File: src/hdl/bna_pkg.sv
package bna_pkg;

  // Tone timer input clock in hertz.
  localparam logic [21:0] TONE_CLOCK = 22'd4000000;

  // Reset values of the tone limits.
  localparam logic [15:0] MIN_TONE_RESET = 16'd100;
  localparam logic [15:0] MAX_TONE_RESET = 16'd20000;

  // Configuration register indexes.
  localparam logic CFG_MIN_TONE = 1'b0;
  localparam logic CFG_MAX_TONE = 1'b1;

  // Item opcodes.
  localparam logic OP_TICK = 1'b0;
  localparam logic OP_ADD  = 1'b1;

  typedef struct packed {
    logic        opcode;
    logic [31:0] now_time;
    logic [15:0] tick_ms;
    logic [15:0] note_freq;
    logic [15:0] note_duration;
    logic [15:0] note_swap_time;
  } in_t;

  typedef struct packed {
    logic        tone_on;
    logic [21:0] tone_period;
    logic [20:0] tone_compare;
    logic        reload;
    logic        dropped;
  } out_t;

  // One entry of the note table.
  typedef struct packed {
    logic [15:0] hz;
    logic [15:0] swap_ms;
    logic [31:0] end_ms;
  } note_t;

  // Status of the period divider.
  typedef struct packed {
    logic        busy;
    logic [21:0] quotient;
  } div_result_t;

endpackage

File: src/hdl/bna_ram.sv
module bna_ram #(
  parameter int WIDTH = 64,
  parameter int DEPTH = 8
) (
  input  logic                                      clk,
  input  logic                                      we,
  input  logic [((DEPTH > 1) ? $clog2(DEPTH) : 1)-1:0] waddr,
  input  logic [WIDTH-1:0]                          wdata,
  input  logic [((DEPTH > 1) ? $clog2(DEPTH) : 1)-1:0] raddr,
  output logic [WIDTH-1:0]                          rdata
);

  logic [WIDTH-1:0] mem [DEPTH];

  // One write port and one registered read port.
  always_ff @(posedge clk) begin
    if (we) begin
      mem[waddr] <= wdata;
    end
    rdata <= mem[raddr];
  end

endmodule

File: src/hdl/bna_div.sv
module bna_div (
  input  logic                 clk,
  input  logic                 rst_n,
  input  logic                 start,
  input  logic [15:0]          divisor,
  output bna_pkg::div_result_t status
);

  logic [15:0] div_r;
  logic [15:0] rem_r;
  logic [21:0] quo_r;
  logic [4:0]  cnt_r;
  logic        busy_r;
  logic [16:0] trial;
  logic [15:0] diff;
  logic        fits;

  // One restoring step: bring down the next dividend bit and try a subtract.
  always_comb begin
    trial = {rem_r, bna_pkg::TONE_CLOCK[cnt_r]};
    fits  = (trial >= {1'b0, div_r});
    diff  = trial[15:0] - div_r;
  end

  always_ff @(posedge clk) begin
    if (!rst_n) begin
      busy_r <= 1'b0;
      cnt_r  <= 5'd0;
    end else if (start) begin
      busy_r <= 1'b1;
      cnt_r  <= 5'd21;
    end else if (busy_r) begin
      if (cnt_r == 5'd0) begin
        busy_r <= 1'b0;
      end else begin
        cnt_r <= cnt_r - 5'd1;
      end
    end
  end

  // Datapath registers need no reset.
  always_ff @(posedge clk) begin
    if (start) begin
      div_r <= divisor;
      rem_r <= 16'd0;
      quo_r <= 22'd0;
    end else if (busy_r) begin
      rem_r <= fits ? diff : trial[15:0];
      quo_r <= {quo_r[20:0], fits};
    end
  end

  assign status.busy     = busy_r;
  assign status.quotient = quo_r;

endmodule

File: src/hdl/buzzer_note_arpeggiator_unit.sv
// Sequencing: an add transaction or a tick with an empty table goes straight to S_DONE;
// a tick passes S_CHK, then S_MRD/S_MWR per entry moved when an expired note is removed,
// then S_DIVW. A new audible frequency runs the bit-per-cycle period divider alongside
// compaction, and S_DIVW waits for it to finish. S_DONE waits for a free result register.
// Throughput: one transaction at a time; a new one is taken only back in S_IDLE.
// Reset: synchronous, active low; clears count, play and tone state, limits 100/20000 Hz.
module buzzer_note_arpeggiator_unit #(
  parameter int NOTE_SLOTS = 8
) (
  input  logic          clk,
  input  logic          rst_n,
  input  logic          in_valid,
  output logic          in_ready,
  input  bna_pkg::in_t  in_data,
  output logic          out_valid,
  input  logic          out_ready,
  output bna_pkg::out_t out_data,
  input  logic          cfg_we,
  input  logic          cfg_index,
  input  logic [15:0]   cfg_data
);

  localparam int IDX_W = (NOTE_SLOTS > 1) ? $clog2(NOTE_SLOTS) : 1;
  localparam int CNT_W = $clog2(NOTE_SLOTS + 1);

  typedef enum logic [5:0] {
    S_IDLE = 6'b000001,
    S_CHK  = 6'b000010,
    S_MRD  = 6'b000100,
    S_MWR  = 6'b001000,
    S_DIVW = 6'b010000,
    S_DONE = 6'b100000
  } state_t;

  state_t state_r, state_nxt;

  logic [15:0]      min_hz_r, max_hz_r;
  logic [CNT_W-1:0] count_r, count_nxt;
  logic [CNT_W-1:0] play_idx_r, play_idx_nxt;
  logic [31:0]      elapsed_r, elapsed_nxt;
  logic [15:0]      last_hz_r, last_hz_nxt;
  logic             stopped_r, stopped_nxt;
  logic [21:0]      held_r, held_nxt;
  logic             pend_r, pend_nxt;
  logic [CNT_W-1:0] k_r, k_nxt;
  logic [CNT_W-1:0] k_plus;
  logic [31:0]      now_r, now_nxt;
  logic [15:0]      tick_r, tick_nxt;
  logic             reload_r, reload_nxt;
  logic             drop_r, drop_nxt;
  logic             out_valid_r, out_valid_nxt;
  bna_pkg::out_t    out_data_r, out_data_nxt;

  logic               accept;
  logic               ram_we;
  logic [IDX_W-1:0]   ram_waddr;
  bna_pkg::note_t     ram_wdata;
  logic [IDX_W-1:0]   ram_raddr;
  bna_pkg::note_t     ram_rdata;
  logic               div_start;
  bna_pkg::div_result_t div_st;
  logic [CNT_W-1:0]   idx_use;
  logic [32:0]        el_sum;
  logic [31:0]        el_new;
  logic               audible;

  bna_ram #(
    .WIDTH ($bits(bna_pkg::note_t)),
    .DEPTH (NOTE_SLOTS)
  ) u_table (
    .clk   (clk),
    .we    (ram_we),
    .waddr (ram_waddr),
    .wdata (ram_wdata),
    .raddr (ram_raddr),
    .rdata (ram_rdata)
  );

  bna_div u_div (
    .clk     (clk),
    .rst_n   (rst_n),
    .start   (div_start),
    .divisor (ram_rdata.hz),
    .status  (div_st)
  );

  assign accept    = in_valid && in_ready;
  assign in_ready  = (state_r == S_IDLE);
  assign out_valid = out_valid_r;
  assign out_data  = out_data_r;
  assign k_plus    = k_r + CNT_W'(1);

  // Wrap the play index when it ran past the end of the table.
  assign idx_use = (play_idx_r >= count_r) ? '0 : play_idx_r;

  // Saturating play time and audible range of the current entry.
  always_comb begin
    el_sum  = {1'b0, elapsed_r} + {17'd0, tick_r};
    el_new  = el_sum[32] ? 32'hFFFF_FFFF : el_sum[31:0];
    audible = (ram_rdata.hz != 16'd0) && (ram_rdata.hz >= min_hz_r) &&
              (ram_rdata.hz <= max_hz_r);
  end

  // Sequencer.
  always_comb begin
    state_nxt     = state_r;
    count_nxt     = count_r;
    play_idx_nxt  = play_idx_r;
    elapsed_nxt   = elapsed_r;
    last_hz_nxt   = last_hz_r;
    stopped_nxt   = stopped_r;
    held_nxt      = held_r;
    pend_nxt      = pend_r;
    k_nxt         = k_r;
    now_nxt       = now_r;
    tick_nxt      = tick_r;
    reload_nxt    = reload_r;
    drop_nxt      = drop_r;
    out_valid_nxt = out_valid_r;
    out_data_nxt  = out_data_r;
    ram_we        = 1'b0;
    ram_waddr     = count_r[IDX_W-1:0];
    ram_wdata.hz      = in_data.note_freq;
    ram_wdata.swap_ms = in_data.note_swap_time;
    ram_wdata.end_ms  = in_data.now_time + {16'd0, in_data.note_duration};
    ram_raddr     = idx_use[IDX_W-1:0];
    div_start     = 1'b0;

    if (out_valid_r && out_ready) begin
      out_valid_nxt = 1'b0;
    end

    case (state_r)
      S_IDLE: begin
        if (accept) begin
          now_nxt    = in_data.now_time;
          tick_nxt   = in_data.tick_ms;
          reload_nxt = 1'b0;
          drop_nxt   = 1'b0;
          pend_nxt   = 1'b0;
          state_nxt  = S_DONE;
          if (in_data.opcode == bna_pkg::OP_ADD) begin
            if (count_r == CNT_W'(NOTE_SLOTS)) begin
              drop_nxt = 1'b1;
            end else begin
              ram_we    = 1'b1;
              count_nxt = count_r + CNT_W'(1);
            end
          end else if (count_r == '0) begin
            if (last_hz_r != 16'd0) begin
              last_hz_nxt = 16'd0;
              stopped_nxt = 1'b1;
            end
          end else begin
            if (play_idx_r >= count_r) begin
              elapsed_nxt = 32'd0;
            end
            play_idx_nxt = idx_use;
            state_nxt    = S_CHK;
          end
        end
      end
      S_CHK: begin
        // Entry under the play index is on the read port now.
        if (ram_rdata.hz != last_hz_r) begin
          last_hz_nxt = ram_rdata.hz;
          stopped_nxt = !audible;
          if (audible) begin
            div_start  = 1'b1;
            pend_nxt   = 1'b1;
            reload_nxt = 1'b1;
          end
        end
        if (ram_rdata.end_ms < now_r) begin
          elapsed_nxt = el_new;
          k_nxt       = play_idx_r;
          state_nxt   = S_MRD;
        end else if (el_new > {16'd0, ram_rdata.swap_ms}) begin
          play_idx_nxt = play_idx_r + CNT_W'(1);
          elapsed_nxt  = 32'd0;
          state_nxt    = S_DIVW;
        end else begin
          elapsed_nxt = el_new;
          state_nxt   = S_DIVW;
        end
      end
      S_MRD: begin
        // Compaction: fetch the next entry or finish the removal.
        if (k_plus < count_r) begin
          ram_raddr = k_plus[IDX_W-1:0];
          state_nxt = S_MWR;
        end else begin
          count_nxt = count_r - CNT_W'(1);
          state_nxt = S_DIVW;
        end
      end
      S_MWR: begin
        ram_we    = 1'b1;
        ram_waddr = k_r[IDX_W-1:0];
        ram_wdata = ram_rdata;
        k_nxt     = k_plus;
        state_nxt = S_MRD;
      end
      S_DIVW: begin
        if (!div_st.busy) begin
          if (pend_r) begin
            held_nxt = div_st.quotient;
            pend_nxt = 1'b0;
          end
          state_nxt = S_DONE;
        end
      end
      S_DONE: begin
        // Result register frees up when empty or being taken this cycle.
        if (!out_valid_r || out_ready) begin
          out_valid_nxt             = 1'b1;
          out_data_nxt.tone_on      = !stopped_r;
          out_data_nxt.tone_period  = held_r;
          out_data_nxt.tone_compare = held_r[21:1];
          out_data_nxt.reload       = reload_r;
          out_data_nxt.dropped      = drop_r;
          state_nxt                 = S_IDLE;
        end
      end
      default: begin
        state_nxt = S_IDLE;
      end
    endcase
  end

  // Control and tone state.
  always_ff @(posedge clk) begin
    if (!rst_n) begin
      state_r     <= S_IDLE;
      count_r     <= '0;
      play_idx_r  <= '0;
      elapsed_r   <= 32'd0;
      last_hz_r   <= 16'd0;
      stopped_r   <= 1'b1;
      held_r      <= 22'd0;
      pend_r      <= 1'b0;
      out_valid_r <= 1'b0;
    end else begin
      state_r     <= state_nxt;
      count_r     <= count_nxt;
      play_idx_r  <= play_idx_nxt;
      elapsed_r   <= elapsed_nxt;
      last_hz_r   <= last_hz_nxt;
      stopped_r   <= stopped_nxt;
      held_r      <= held_nxt;
      pend_r      <= pend_nxt;
      out_valid_r <= out_valid_nxt;
    end
  end

  // Payload registers.
  always_ff @(posedge clk) begin
    k_r        <= k_nxt;
    now_r      <= now_nxt;
    tick_r     <= tick_nxt;
    reload_r   <= reload_nxt;
    drop_r     <= drop_nxt;
    out_data_r <= out_data_nxt;
  end

  // Tone limit registers.
  always_ff @(posedge clk) begin
    if (!rst_n) begin
      min_hz_r <= bna_pkg::MIN_TONE_RESET;
      max_hz_r <= bna_pkg::MAX_TONE_RESET;
    end else if (cfg_we) begin
      case (cfg_index)
        bna_pkg::CFG_MIN_TONE: min_hz_r <= cfg_data;
        bna_pkg::CFG_MAX_TONE: max_hz_r <= cfg_data;
        default: begin
        end
      endcase
    end
  end

`ifndef NO_ASSERTIONS
  a_count_bound: assert property (@(posedge clk) disable iff (!rst_n)
    count_r <= CNT_W'(NOTE_SLOTS))
    else $error("note count exceeds table size");

  a_index_bound: assert property (@(posedge clk) disable iff (!rst_n)
    play_idx_r <= count_r)
    else $error("play index beyond note count");

  a_div_in_tick: assert property (@(posedge clk) disable iff (!rst_n)
    div_st.busy |-> (state_r != S_IDLE) && (state_r != S_DONE))
    else $error("divider busy outside a tick");

  a_reload_on: assert property (@(posedge clk) disable iff (!rst_n)
    out_valid_r && out_data_r.reload |-> out_data_r.tone_on)
    else $error("reload reported with tone off");
`endif

endmodule
File: config.mk
export PLATFORM = sky130hd
export DESIGN_NAME = buzzer_note_arpeggiator_unit
export DESIGN_NICKNAME = d
export VERILOG_FILES = /design/src/hdl/bna_pkg.sv /design/src/hdl/bna_ram.sv /design/src/hdl/bna_div.sv /design/src/hdl/buzzer_note_arpeggiator_unit.sv
export SDC_FILE = /design/constraint.sdc
export NUM_CORES = 1
export LEC_CHECK = 0
export BUFFER_PORTS_ARGS = -buffer_cell sky130_fd_sc_hd__buf_2
export CAP_MARGIN = 25
export CELL_PAD_IN_SITES_DETAIL_PLACEMENT = 1
export CELL_PAD_IN_SITES_GLOBAL_PLACEMENT = 1
export CORE_ASPECT_RATIO = 1.1
export CORE_UTILIZATION = 45
export DETAILED_ROUTE_END_ITERATION = 8
export GPL_TIMING_DRIVEN = 0
export PLACE_DENSITY_LB_ADDON = 0.12
export SLEW_MARGIN = 20
export SYNTH_ARGS = -nofsm -noshare
export SYNTH_HDL_FRONTEND = slang
export SYNTH_SLANG_ARGS = --single-unit
export TNS_END_PERCENT = 10
File: constraint.sdc
create_clock -name clk -period 5.7 [get_ports clk]
set_clock_uncertainty 0.2 [all_clocks]
set_input_delay 0.57 -clock clk [delete_from_list [all_inputs] [get_ports clk]]
set_output_delay 0.57 -clock clk [all_outputs]
set_load 0.01 [all_outputs]
==> impl_metrics.ini <==
[die]
die_w_um = 277
ioPinCount = 167
dieArea_um2 = 84400
fp.dieH_um = 305
initial_core_util_pct = 45.6
core_area_um2 = 82200
rows = 110

[logic_synthesis]
yosys_register_bits = 834
yosys.area.top_type = edfxtp_1
synth_top_area_share_pct = 48.6
synth.avg_cell_area_um2 = 10.5
synth_area_um2 = 37500
yosysWarnings = 0
ys_seq_area_share_pct = 60.8
synth_edf_count = 607
synth_ff_type = edfxtp_1
synthesis.nets = 3850
synth_cells = 3586
ys_top_cells_by_area = edfxtp_1, dfxtp_1, nand2_1, nand3_1, ha_1
yosysUniqueCellTypes = 80
async_reset_ff_share_pct = 0

[global_route]
antenna_found_initial = 1
grt_max_degree = 36
grt_overflow = 0
gr-usage-all-layers_pct = 26.9
first_global_vias = 30200
grt_pass1_wl_um = 175000

[setup_path]
worstSetupStartpointType = register
crit_path_cell_trace = ha_2 -> fa_2 -> a211oi_4 -> nor2_2 -> a41o_1 -> a2bb2oi_4 -> a21bo_4 -> buf_4 -> and2_1 -> inv_1 -> ha_1 -> nand2_1 -> or3_1 -> o211ai_1 -> nand3_1 -> or4_4 -> nor4_4 -> nand2_2 -> and3_1 -> a31o_2
crit_slowest_cell = or4_4
worstSetupPathType = reg -> reg
crit_path_max_fanout = 8
endpoint_kind = register
cpPeakStageDelay_ps = 570
critPathRequiredTime_ps = 6050
arrival_ps = 5830

[status]
status = complete, no violations

[cells_and_area]
ff_latch_area_um2 = 22800
layout_common_cells = nand2_1, edfxtp_1, nand3_1
antenna_cells = 0
final_area_um2 = 44400
final-instance-count-excl-fill = 5089
nets = 4212
multi_input_area_um2 = 13600
final_common_cell = nand2_1
drive_gt1_share_pct = 10.9
syn2layout_area_growth_pct = 18.4
fillers = 8940

[placed_design]
place_hpwl_um = 78400
io_buffers = 166
dp_cells = 4848
globalplace.congestion = 0.915
dpl-instance-area_um2 = 40500

[timing]
setup_viol = 0
max_slew_margin_pct = 30.7
period_share_pct = 96.2
slew_viol_final = 0
whs_ps = 52.4
max_freq_ghz = 0.182
worst_pin_slew_ps = 1040
hold_viol = 0
grt_setup_unrepaired = no
finalCriticalPeriod_ps = 5480

[detailed_routing]
drc_errors = 0
drt_iter0_markers = 1751
drt-pass1-iter-count = 5
viasPerCell = 5.62
routed_wl_um = 114000
dr_total_vias = 28600
wl_per_cell_um = 22.4
ant_nets = 0

[cts]
cts_sinks = 834
root_buffer = clkbuf_16
path_clk_slew_ps = 60
numCtsBuffers = 89
clk_latency_ps = 660
cts_tree = done
clockBufferDepth = 3
htreeDepth = 3

[power_and_ir_drop]
peakVddDrop_mv = 0.215
cellPowerDensity_nw_per_um2 = 310
p_leak_nw = 16.9

[min_path]
hold_class = in -> reg

[flow_run]
max_cap_viol_count = 0
## cells by family after synthesis
| group | after synthesis | share of synthesized area [%] |
|---|---|---|
| AO/OA/AOI/OAI | 513 | 8.53 |
| XOR/XNOR | 81 | 1.89 |
| adder cells (fa/ha/maj) | 145 | 4.92 |
| buffers and inverters | 331 | 3.58 |
| flip-flops | 834 | 60.8 |
| multiplexers | 42 | 1.14 |
| AND/OR/NAND/NOR | 1640 | 19.2 |
## synth_stat cells (33+ instances only)
cell,number
ha_1,141
nor2_1,166
xnor2_1,50
nand4_1,43
nand3_1,364
nand2_1,892
inv_1,132
a21oi_1,146
nor3_1,33
dfxtp_1,227
edfxtp_1,607
mux2i_1,38
clkbuf_1,150
o21ai_0,160
## worst max-delay path: cells and delay by family, from the launching register on
kind,cells,cell delay [ps]
flops,1,430
compound gates,6,1380
buf+inv,2,260
simple gates,9,2180
fa+ha+maj,3,920
## path summary, 6_finish.rpt
path                                  start             to  slack [ps]  depth (start not counted)
worst max-delay path              tick_r[0]  play_idx_r[1]         220                         20
worst min-delay path            in_data[96]     state_r[1]          50                          3
worst max register to register    tick_r[0]  play_idx_r[1]         220                         20
worst min register to register   held_r[13]   out_data[36]         230                          0
## sequential cells by signal, summed over array words and instances, names as in the netlist, 22 cells and up
signal         count
out_data          25
u_div.quo_r       22
now_r             32
u_table.rdata     64
held_r            22
u_table.mem      512
elapsed_r         32
## final cells by class
type,count,area share [%]
Inverter,134,1.14
Tap cell,1064,3.00
Timing Repair Buffer,271,5.14
Multi-Input combinational cell,2421,30.6
Clock buffer,134,5.84
Buffer,197,1.91
Clock inverter,34,1.02
Sequential cell,834,51.3
## through the flow
stage                     setup slack, ps  util (%)  total power, mW  TNS (ps)
after global placement              -4880      48.2             7.74  -1973930
after global routing                 5.48      54.0             14.2         0
after floorplan                      -317         -             7.42    -80210
after detailed placement            -1790      49.2             7.79    -51090
final                                 217      54.0             13.8         0
after CTS                            15.4      53.9             13.9         0
## per-layer routing
layer / wire length [µm] / vias to the layer above / track usage (%)
li1: - / 13500 / -
met1: 48400 / 14300 / 33.6
met2: 58500 / 656 / 48.8
met3: 4460 / 166 / 2.91
met4: 2780 / 2 / 8.17
met5: 13 / - / 0
## power breakdown
| part | internal, mW | total, mW | switching [mW] |
|---|---|---|---|
| registers | 6.70 | 6.78 | 0.0801 |
| clock network | 3.53 | 6.05 | 2.51 |
| logic | 0.343 | 0.939 | 0.596 |
## repair_timing
item,CTS,global route
hold endpoints to repair,80,0
pin swaps,8,8
resized for setup,25,10
hold buffers,64,0
setup buffers,6,1
endpoints found under the setup margin,30,30
Power figures use the tool's default switching activity.
